$ cat src/rtl/bhp_pkg.sv
// bhp_pkg: sizes, payload structs, the state encoding and the sign extension helper
// used throughout the balanced half partition block. No dependencies.
package bhp_pkg;

    localparam int MAX_ITEMS = 32;
    localparam int VALUE_W   = 16;
    localparam int ADDR_W    = $clog2(MAX_ITEMS);
    localparam int CNT_W     = $clog2(MAX_ITEMS + 1);
    // holds half sums, their difference and every intermediate of the swap test
    localparam int SUM_W     = VALUE_W + $clog2(MAX_ITEMS) + 1;

    typedef struct packed {
        logic signed [VALUE_W-1:0] value;
        logic                      last;
    } item_t;

    typedef struct packed {
        logic signed [VALUE_W-1:0] value_res;
        logic                      half;
        logic                      last_res;
    } result_t;

    typedef struct packed {
        logic                      we;
        logic [ADDR_W-1:0]         waddr;
        logic signed [VALUE_W-1:0] wdata;
        logic [ADDR_W-1:0]         raddr0;
        logic [ADDR_W-1:0]         raddr1;
    } mem_req_t;

    typedef struct packed {
        logic signed [SUM_W-1:0] a;
        logic signed [SUM_W-1:0] b;
        logic                    sub;
    } alu_op_t;

    typedef enum logic [15:0] {
        S_IDLE     = 16'h0001,
        S_SORT_RD  = 16'h0002,
        S_SORT_CMP = 16'h0004,
        S_SORT_WR  = 16'h0008,
        S_SUM_RD   = 16'h0010,
        S_SUM_A    = 16'h0020,
        S_SUM_B    = 16'h0040,
        S_SUM_ABS  = 16'h0080,
        S_SW_RD    = 16'h0100,
        S_SW_DELTA = 16'h0200,
        S_SW_CAND  = 16'h0400,
        S_SW_ABS   = 16'h0800,
        S_SW_CMP   = 16'h1000,
        S_SW_WR    = 16'h2000,
        S_EM_RD    = 16'h4000,
        S_EM_OUT   = 16'h8000
    } state_t;

    function automatic logic signed [SUM_W-1:0] sext(input logic signed [VALUE_W-1:0] x);
        return {{(SUM_W - VALUE_W){x[VALUE_W-1]}}, x};
    endfunction

endpackage

$ cat src/rtl/balanced_half_partition.sv
// balanced_half_partition: collects a set, sorts it, balances two halves by greedy swaps
// depends on bhp_pkg, bhp_store and bhp_alu
//
//  channel   signals                               direction
//  item      item_valid / item_ready / item         in  (value, last)
//  result    result_valid / result_ready / result   out (value_res, half, last_res)
//
// loading: one item per cycle; the item with last set starts the processing
// after last with n stored and m = n/2: a bubble sort of n(n-1)/2 compares,
// the half sums, a swap test for each of the m*m pairs, then the results;
// all of it paced by the single shared adder and the one write port of the
// element memory
// reset clears the sequencer and the fill count; the memory is not cleared
// item_ready is low from the last item until the final result is in the output register, except after a set of one

module balanced_half_partition (
    input  logic             clk,
    input  logic             rst_n,
    input  logic             item_valid,
    output logic             item_ready,
    input  bhp_pkg::item_t   item,
    output logic             result_valid,
    input  logic             result_ready,
    output bhp_pkg::result_t result
);

    localparam int AW = bhp_pkg::ADDR_W;
    localparam int CW = bhp_pkg::CNT_W;
    localparam int SW = bhp_pkg::SUM_W;
    localparam int VW = bhp_pkg::VALUE_W;

    bhp_pkg::state_t state_reg, state_next;

    logic [CW-1:0] count_reg, count_next;
    logic [AW-1:0] m_reg, m_next;
    logic [AW-1:0] lim_reg, lim_next;
    logic [AW-1:0] q_reg, q_next;
    logic [AW-1:0] i_reg, i_next;
    logic [AW-1:0] j_reg, j_next;
    logic [AW-1:0] k_reg, k_next;
    logic          out_valid_reg, out_valid_next;

    bhp_pkg::result_t     out_reg, out_next;
    logic signed [SW-1:0] diff_reg, diff_next;
    logic signed [SW-1:0] delta_reg, delta_next;
    logic signed [SW-1:0] cand_reg, cand_next;
    logic signed [SW-1:0] absc_reg, absc_next;
    logic signed [SW-1:0] best_reg, best_next;
    logic signed [VW-1:0] av_reg, av_next;
    logic signed [VW-1:0] bv_reg, bv_next;

    bhp_pkg::mem_req_t    mem_req;
    logic signed [VW-1:0] rd0;
    logic signed [VW-1:0] rd1;
    bhp_pkg::alu_op_t     alu_op;
    logic signed [SW-1:0] alu_sum;
    logic                 alu_neg;

    logic          full;
    logic [CW-1:0] cnt_new;
    logic [AW-1:0] m_last;
    logic          emit_last;

    bhp_store u_store (
        .clk    (clk),
        .req    (mem_req),
        .rdata0 (rd0),
        .rdata1 (rd1)
    );

    bhp_alu u_alu (
        .op  (alu_op),
        .sum (alu_sum)
    );

    assign alu_neg   = alu_sum[SW-1];
    assign full      = (count_reg == CW'(bhp_pkg::MAX_ITEMS));
    assign cnt_new   = full ? count_reg : count_reg + CW'(1);
    assign m_last    = m_reg - AW'(1);
    assign emit_last = ((CW'(k_reg) + CW'(1)) == (CW'(m_reg) << 1));

    assign item_ready   = (state_reg == bhp_pkg::S_IDLE);
    assign result_valid = out_valid_reg;
    assign result       = out_reg;

    always_comb
    begin
        state_next     = state_reg;
        count_next     = count_reg;
        m_next         = m_reg;
        lim_next       = lim_reg;
        q_next         = q_reg;
        i_next         = i_reg;
        j_next         = j_reg;
        k_next         = k_reg;
        out_valid_next = out_valid_reg && !result_ready;
        out_next       = out_reg;
        diff_next      = diff_reg;
        delta_next     = delta_reg;
        cand_next      = cand_reg;
        absc_next      = absc_reg;
        best_next      = best_reg;
        av_next        = av_reg;
        bv_next        = bv_reg;

        mem_req.we     = 1'b0;
        mem_req.waddr  = q_reg;
        mem_req.wdata  = rd1;
        mem_req.raddr0 = q_reg;
        mem_req.raddr1 = q_reg + AW'(1);

        alu_op.a   = diff_reg;
        alu_op.b   = bhp_pkg::sext(rd0);
        alu_op.sub = 1'b0;

        case (state_reg)
            bhp_pkg::S_IDLE:
            begin
                mem_req.waddr = count_reg[AW-1:0];
                mem_req.wdata = item.value;
                if (item_valid)
                begin
                    mem_req.we = !full;
                    count_next = cnt_new;
                    if (item.last)
                    begin
                        m_next    = AW'(cnt_new >> 1);
                        lim_next  = AW'(cnt_new - CW'(1));
                        q_next    = '0;
                        diff_next = '0;
                        if ((cnt_new >> 1) == '0)
                        begin
                            // set of one: nothing to emit
                            count_next = '0;
                        end
                        else
                        begin
                            state_next = bhp_pkg::S_SORT_RD;
                        end
                    end
                end
            end

            bhp_pkg::S_SORT_RD:
            begin
                state_next = bhp_pkg::S_SORT_CMP;
            end

            bhp_pkg::S_SORT_CMP, bhp_pkg::S_SORT_WR:
            begin
                alu_op.a   = bhp_pkg::sext(rd1);
                alu_op.b   = bhp_pkg::sext(rd0);
                alu_op.sub = 1'b1;
                if (state_reg == bhp_pkg::S_SORT_CMP && alu_neg)
                begin
                    // neighbours out of order: lower slot first, upper next cycle
                    mem_req.we    = 1'b1;
                    mem_req.waddr = q_reg;
                    mem_req.wdata = rd1;
                    av_next       = rd0;
                    state_next    = bhp_pkg::S_SORT_WR;
                end
                else
                begin
                    if (state_reg == bhp_pkg::S_SORT_WR)
                    begin
                        mem_req.we    = 1'b1;
                        mem_req.waddr = q_reg + AW'(1);
                        mem_req.wdata = av_reg;
                    end
                    if (q_reg + AW'(1) == lim_reg)
                    begin
                        q_next   = '0;
                        lim_next = lim_reg - AW'(1);
                        if (lim_reg == AW'(1))
                        begin
                            i_next     = '0;
                            state_next = bhp_pkg::S_SUM_RD;
                        end
                        else
                        begin
                            state_next = bhp_pkg::S_SORT_RD;
                        end
                    end
                    else
                    begin
                        q_next     = q_reg + AW'(1);
                        state_next = bhp_pkg::S_SORT_RD;
                    end
                end
            end

            bhp_pkg::S_SUM_RD:
            begin
                mem_req.raddr0 = i_reg;
                mem_req.raddr1 = m_reg + i_reg;
                state_next     = bhp_pkg::S_SUM_A;
            end

            bhp_pkg::S_SUM_A:
            begin
                alu_op.a   = diff_reg;
                alu_op.b   = bhp_pkg::sext(rd0);
                diff_next  = alu_sum;
                bv_next    = rd1;
                state_next = bhp_pkg::S_SUM_B;
            end

            bhp_pkg::S_SUM_B:
            begin
                alu_op.a   = diff_reg;
                alu_op.b   = bhp_pkg::sext(bv_reg);
                alu_op.sub = 1'b1;
                diff_next  = alu_sum;
                if (i_reg == m_last)
                begin
                    state_next = bhp_pkg::S_SUM_ABS;
                end
                else
                begin
                    i_next     = i_reg + AW'(1);
                    state_next = bhp_pkg::S_SUM_RD;
                end
            end

            bhp_pkg::S_SUM_ABS:
            begin
                alu_op.a   = '0;
                alu_op.b   = diff_reg;
                alu_op.sub = diff_reg[SW-1];
                best_next  = alu_sum;
                i_next     = '0;
                j_next     = '0;
                state_next = bhp_pkg::S_SW_RD;
            end

            bhp_pkg::S_SW_RD:
            begin
                mem_req.raddr0 = i_reg;
                mem_req.raddr1 = m_reg + j_reg;
                state_next     = bhp_pkg::S_SW_DELTA;
            end

            bhp_pkg::S_SW_DELTA:
            begin
                alu_op.a   = bhp_pkg::sext(rd1);
                alu_op.b   = bhp_pkg::sext(rd0);
                alu_op.sub = 1'b1;
                delta_next = alu_sum;
                av_next    = rd0;
                bv_next    = rd1;
                state_next = bhp_pkg::S_SW_CAND;
            end

            bhp_pkg::S_SW_CAND:
            begin
                // a - b after the swap moves by twice the exchanged difference
                alu_op.a   = diff_reg;
                alu_op.b   = {delta_reg[SW-2:0], 1'b0};
                cand_next  = alu_sum;
                state_next = bhp_pkg::S_SW_ABS;
            end

            bhp_pkg::S_SW_ABS:
            begin
                alu_op.a   = '0;
                alu_op.b   = cand_reg;
                alu_op.sub = cand_reg[SW-1];
                absc_next  = alu_sum;
                state_next = bhp_pkg::S_SW_CMP;
            end

            bhp_pkg::S_SW_CMP, bhp_pkg::S_SW_WR:
            begin
                alu_op.a   = absc_reg;
                alu_op.b   = best_reg;
                alu_op.sub = 1'b1;
                if (state_reg == bhp_pkg::S_SW_CMP && alu_neg)
                begin
                    mem_req.we    = 1'b1;
                    mem_req.waddr = i_reg;
                    mem_req.wdata = bv_reg;
                    diff_next     = cand_reg;
                    best_next     = absc_reg;
                    state_next    = bhp_pkg::S_SW_WR;
                end
                else
                begin
                    if (state_reg == bhp_pkg::S_SW_WR)
                    begin
                        mem_req.we    = 1'b1;
                        mem_req.waddr = m_reg + j_reg;
                        mem_req.wdata = av_reg;
                    end
                    if (j_reg == m_last)
                    begin
                        j_next = '0;
                        if (i_reg == m_last)
                        begin
                            k_next     = '0;
                            state_next = bhp_pkg::S_EM_RD;
                        end
                        else
                        begin
                            i_next     = i_reg + AW'(1);
                            state_next = bhp_pkg::S_SW_RD;
                        end
                    end
                    else
                    begin
                        j_next     = j_reg + AW'(1);
                        state_next = bhp_pkg::S_SW_RD;
                    end
                end
            end

            bhp_pkg::S_EM_RD:
            begin
                mem_req.raddr0 = k_reg;
                // wait for room in the output register
                if (!out_valid_reg || result_ready)
                begin
                    state_next = bhp_pkg::S_EM_OUT;
                end
            end

            bhp_pkg::S_EM_OUT:
            begin
                mem_req.raddr0     = k_reg;
                out_next.value_res = rd0;
                out_next.half      = (k_reg >= m_reg);
                out_next.last_res  = emit_last;
                out_valid_next     = 1'b1;
                if (emit_last)
                begin
                    count_next = '0;
                    state_next = bhp_pkg::S_IDLE;
                end
                else
                begin
                    k_next     = k_reg + AW'(1);
                    state_next = bhp_pkg::S_EM_RD;
                end
            end

            default:
            begin
                state_next = bhp_pkg::S_IDLE;
            end
        endcase
    end

    always_ff @(posedge clk or negedge rst_n)
    begin
        if (!rst_n)
        begin
            state_reg     <= bhp_pkg::S_IDLE;
            count_reg     <= '0;
            m_reg         <= '0;
            lim_reg       <= '0;
            q_reg         <= '0;
            i_reg         <= '0;
            j_reg         <= '0;
            k_reg         <= '0;
            out_valid_reg <= 1'b0;
        end
        else
        begin
            state_reg     <= state_next;
            count_reg     <= count_next;
            m_reg         <= m_next;
            lim_reg       <= lim_next;
            q_reg         <= q_next;
            i_reg         <= i_next;
            j_reg         <= j_next;
            k_reg         <= k_next;
            out_valid_reg <= out_valid_next;
        end
    end

    always_ff @(posedge clk)
    begin
        out_reg   <= out_next;
        diff_reg  <= diff_next;
        delta_reg <= delta_next;
        cand_reg  <= cand_next;
        absc_reg  <= absc_next;
        best_reg  <= best_next;
        av_reg    <= av_next;
        bv_reg    <= bv_next;
    end

    a_count_bound: assert property (@(posedge clk) disable iff (!rst_n)
        count_reg <= CW'(bhp_pkg::MAX_ITEMS))
        else $error("fill count beyond store depth");

    a_best_shrinks: assert property (@(posedge clk) disable iff (!rst_n)
        (state_reg == bhp_pkg::S_SW_CMP && alu_neg) |=> (best_reg < $past(best_reg)))
        else $error("kept swap did not reduce the best difference");

    a_last_in_b: assert property (@(posedge clk) disable iff (!rst_n)
        (result_valid && result.last_res) |-> result.half)
        else $error("final result not tagged with the second half");

endmodule

$ cat src/rtl/bhp_store.sv
// bhp_store: element memory with one write port and two registered read ports
// depends on bhp_pkg for sizes and the request struct
module bhp_store (
    input  logic                              clk,
    input  bhp_pkg::mem_req_t                 req,
    output logic signed [bhp_pkg::VALUE_W-1:0] rdata0,
    output logic signed [bhp_pkg::VALUE_W-1:0] rdata1
);

    logic signed [bhp_pkg::VALUE_W-1:0] mem [bhp_pkg::MAX_ITEMS];

    always_ff @(posedge clk)
    begin
        if (req.we)
        begin
            mem[req.waddr] <= req.wdata;
        end
    end

    always_ff @(posedge clk)
    begin
        rdata0 <= mem[req.raddr0];
        rdata1 <= mem[req.raddr1];
    end

endmodule

$ cat src/rtl/bhp_alu.sv
// bhp_alu: the shared add/subtract unit behind every compare, sum and magnitude
// depends on bhp_pkg for the operand struct and width
module bhp_alu (
    input  bhp_pkg::alu_op_t                op,
    output logic signed [bhp_pkg::SUM_W-1:0] sum
);

    logic [bhp_pkg::SUM_W-1:0] b_eff;

    assign b_eff = op.b ^ {bhp_pkg::SUM_W{op.sub}};
    assign sum   = op.a + b_eff + {{(bhp_pkg::SUM_W-1){1'b0}}, op.sub};

endmodule
$ cat config.mk
export PLATFORM = sky130hd
export DESIGN_NAME = balanced_half_partition
export DESIGN_NICKNAME = d
export VERILOG_FILES = /design/src/rtl/bhp_pkg.sv /design/src/rtl/balanced_half_partition.sv /design/src/rtl/bhp_store.sv /design/src/rtl/bhp_alu.sv
export SDC_FILE = /design/constraint.sdc
export NUM_CORES = 2
export LEC_CHECK = 0
export BUFFER_PORTS_ARGS = -buffer_cell sky130_fd_sc_hd__buf_2
export CAP_MARGIN = 15
export CELL_PAD_IN_SITES_DETAIL_PLACEMENT = 1
export CELL_PAD_IN_SITES_GLOBAL_PLACEMENT = 2
export CORE_UTILIZATION = 42
export CTS_CLUSTER_SIZE = 20
export DETAILED_ROUTE_END_ITERATION = 10
export PLACE_DENSITY = 0.85
export RECOVER_POWER = 100
export SKIP_CTS_REPAIR_TIMING = 1
export SLEW_MARGIN = 20
export SYNTH_ARGS = -nofsm -noshare
export SYNTH_HDL_FRONTEND = slang
export SYNTH_SLANG_ARGS = --single-unit
export TNS_END_PERCENT = 30
$ cat constraint.sdc
create_clock -name clk -period 9.8 [get_ports clk]
set_clock_uncertainty 0.05 [all_clocks]
set_input_delay 1.96 -clock clk [delete_from_list [all_inputs] [get_ports clk]]
set_output_delay 1.96 -clock clk [all_outputs]
set_load 0.005 [all_outputs]
==> results.yml <==
critical_path:
  critPathRequiredTime_ns: 10.23
  crit_path_end: "u_store.rdata0[12]"
  timing.critical_path.from: "state_reg[8]"
  cp-end-kind: "register"
  critPathMaxFanout: 46
  rr_startpoint: "state_reg[8]"
  reg2reg_depth: 11
  worstReg2RegEnd: "u_store.rdata0[12]"
  worstPathArrival_ns: 9.76
  crit_type: "register to register"
  timing.critical_path.from_type: "register"
  setup.reg_to_reg.worst_slack_ns: 0.48
synth:
  synth_edf_count: 671
  dominant_cell_type_by_area_after_synthesis: "sky130_fd_sc_hd__edfxtp_1"
  asyncSetResetFlopFracSynth_pct: 7.011
  synth_fa_ha_area_share_pct: 1.558
  synth_top_family_by_area: "simple AND/OR/NAND/NOR gates"
  dominantRegCellSynth: "sky130_fd_sc_hd__edfxtp_1"
  synth_area_per_cell_um2: 10.07
  postSynthRegisterBits: 756
  yosys_warnings: 0
  synth-xor-area-share_pct: 1.864
  syn_nets: 3880
  synthDistinctLibCells: 91
  synthTopCellsByArea: "sky130_fd_sc_hd__edfxtp_1, sky130_fd_sc_hd__nand2_1, sky130_fd_sc_hd__nand3_1"
  synth.top_cell.area_share_pct: 52.48
  synth.cell_area_mm2: 0.03840
  synth_area_in_simple_gates_pct: 22.46
  synth_mux_area_share_pct: 0.1629
  synth_compound_area_share_pct: 13.02
  gate_count_after_technology_mapping: 3813
  synth.yosys.seq_area_share_pct: 57.60
floorplan:
  die_area_mm2: 0.09263
  initial_cell_density_of_the_core_pct: 42.53
  die-width_um: 304.4
  placementRows: 110
  die_y_um: 304.4
  io_pins: 41
  design.core.area_mm2: 0.09029
global_routing:
  wire_length_of_the_first_global_routing_pass_um: 207900
  first_global_vias: 31840
  grt_start_max_net_pins: 158
  gr-total-overflow: 0
  gr-usage-all-layers_pct: 29.64
  grt_antenna_before_repair: 7
outcome:
  violations: "capacitance limit, slew limit"
  outcome: "finished with violations"
detailed_routing:
  postRouteAntennaNets: 0
  routed_wl_um: 138900
  route.detailed.drc: 0
  wl_met3_um: 10230
  via_count: 31640
  initialDrtViolationCount: 3629
  met2_routed_length_um: 65340
  drt-wirelength-per-cell_um: 27.84
  number_of_detailed_route_iterations_in_the_first_pass: 6
  highest-signal-layer: "met5"
  route.layer.met1.wl_um: 58140
  detail_route.vias_per_cell: 6.341
final_layout:
  drive_gt1_share_pct: 8.390
  finish.instance_area_mm2: 0.04266
  registers.top_by_ff_count: "u_store.mem"
  highest_count_cells_in_the_layout_ignoring_fill_and_taps: "sky130_fd_sc_hd__nand2_1, sky130_fd_sc_hd__edfxtp_1, sky130_fd_sc_hd__nand3_1, sky130_fd_sc_hd__a311oi_1, sky130_fd_sc_hd__and3_1"
  most_common_cell_after_layout_fill_and_taps_aside: "sky130_fd_sc_hd__nand2_1"
  final_util_pct: 47.25
  number_of_flip_flops_under_the_largest_register_name: 512
  antenna_cells: 0
  final_nets: 3814
  area_growth_pct: 11.11
sta:
  max-slew-margin-rel_pct: -165.6
  setup_viol_count_final: 0
  worstMarginPinSlew_ns: 3.984
  hold_slack_ns: 0.4664
  final_max_slew_viol_count: 521
  layout_worst_path_cycle_share_pct: 95.15
  rsz0062_at_grt: "false"
  final_hold_violating_endpoints: 0
  finalSetupTns_ns: 0
  max_freq_ghz: 0.1072
  finalCriticalPeriod_ns: 9.324
clocking:
  htree_num_levels: 3
  clock_latency_reported_for_the_late_side_of_the_worst_skew_pair_ns: 0.66
  clk_pin_slew_ns: 0.06
  cts_tree: "yes"
  tritoncts.num_buffers: 83
  cts_num_sinks: 756
  clock_tree.buffer_depth: 3
  cts_root_buffer: "sky130_fd_sc_hd__clkbuf_16"
min_path:
  hold_path_class: "register to register"
  min_path_cells: 1
flow_run:
  maxCapViolations: 11
power_and_ir_drop:
  power_leakage_nw: 15.53
  irDropWorstVdd_mv: 0.1636
  pwrdens_mw_per_mm2: 268.5
placed_design:
  placement.io_buffers: 40
  detailed_place_hpwl_um: 83900
  gp_routability_congestion: 0.8874
  placement.cell_area_mm2: 0.04021
power by group:
group | leakage, nW | total (mW) | switching (mW) | internal [mW]
sequential | 7.05 | 4.80 | 0.256 | 4.54
clock | 1.37 | 3.27 | 1.36 | 1.91
combinational | 7.11 | 3.39 | 2.44 | 0.945
total | 15.5 | 11.5 | 4.06 | 7.40
cell usage after synthesis (9+ instances only):
| master | number |
|---|---|
| sky130_fd_sc_hd__buf_2 | 18 |
| sky130_fd_sc_hd__xor2_1 | 24 |
| sky130_fd_sc_hd__o31ai_1 | 29 |
| sky130_fd_sc_hd__nor3_1 | 24 |
| sky130_fd_sc_hd__a21o_1 | 28 |
| sky130_fd_sc_hd__dfxtp_1 | 32 |
| sky130_fd_sc_hd__o21ai_0 | 60 |
| sky130_fd_sc_hd__and2_1 | 9 |
| sky130_fd_sc_hd__a22o_1 | 24 |
| sky130_fd_sc_hd__a22oi_1 | 38 |
| sky130_fd_sc_hd__a211oi_1 | 20 |
| sky130_fd_sc_hd__buf_1 | 39 |
| sky130_fd_sc_hd__and3_1 | 139 |
| sky130_fd_sc_hd__ha_1 | 43 |
| sky130_fd_sc_hd__edfxtp_1 | 671 |
| sky130_fd_sc_hd__inv_1 | 43 |
| sky130_fd_sc_hd__a222oi_1 | 45 |
| sky130_fd_sc_hd__nor2_1 | 97 |
| sky130_fd_sc_hd__o21ai_1 | 13 |
| sky130_fd_sc_hd__clkbuf_1 | 221 |
| sky130_fd_sc_hd__nand2b_1 | 32 |
| sky130_fd_sc_hd__nand3_1 | 362 |
| sky130_fd_sc_hd__nand2_1 | 1197 |
| sky130_fd_sc_hd__xnor2_1 | 54 |
| sky130_fd_sc_hd__nor2b_1 | 15 |
| sky130_fd_sc_hd__o311ai_0 | 17 |
| sky130_fd_sc_hd__a31oi_1 | 53 |
| sky130_fd_sc_hd__dfrtp_1 | 52 |
| sky130_fd_sc_hd__a311oi_1 | 192 |
| sky130_fd_sc_hd__a21oi_1 | 74 |
routing by layer:
metal / vias up / GRT usage (%)
met4: 4 / 10.99
met5: - / 0
met3: 274 / 4.095
li1: 13900 / -
met1: 16140 / 40.63
met2: 1321 / 47.91
worst max-delay path: stages (launching register included):
cell and delay, ns:
sky130_fd_sc_hd__dfrtp_1 0.43, sky130_fd_sc_hd__or4_1 0.71, sky130_fd_sc_hd__nor3_1 0.51, sky130_fd_sc_hd__and4b_1 0.64
sky130_fd_sc_hd__or2_0 0.73, sky130_fd_sc_hd__nor2_1 0.32, sky130_fd_sc_hd__nand2_1 0.22, sky130_fd_sc_hd__and2_1 1.77
sky130_fd_sc_hd__clkbuf_1 2.11, sky130_fd_sc_hd__a311oi_1 0.44, sky130_fd_sc_hd__o311ai_0 0.93, sky130_fd_sc_hd__o31ai_1 0.20
logic make-up (layout without fill, tap and decap cells):
family,Yosys count,in the layout
flops,756,756
xor+xnor,80,80
fa+ha+maj,46,46
mux,6,6
compound gates,652,652
simple gates,1944,1944
buf+inv,329,330
cell type report:
cell class	count	area, um2
clock buffers	106	2278
repair buffers	132	875.8
clock inverters	46	518.0
fillers	9913	47620
multi-input cells	2728	15230
flip-flops and latches	756	22120
inverters	46	172.7
well taps	1176	1471
how the worst min path moves through the flow:
stage,from,endpoint,slack (ns)
final,j_reg[4],j_reg[4],0.47
after global routing,j_reg[4],j_reg[4],0.50
after CTS,j_reg[4],j_reg[4],0.47
after detailed placement,j_reg[4],j_reg[4],0.45
after global placement,j_reg[4],j_reg[4],0.44
after floorplan,u_store.rdata0[0],av_reg[0],0.38
stage by stage:
stage	total power, mW	setup WS [ns]	std cells
after global routing	11.91	0.1504	4990
final	11.46	0.4757	4990
after global placement	8.173	1.218	4838
after CTS	11.52	1.058	4990
after detailed placement	8.270	1.032	4838
after floorplan	6.925	2.398	3813
No activity file was read; power rests on OpenSTA's default activity.
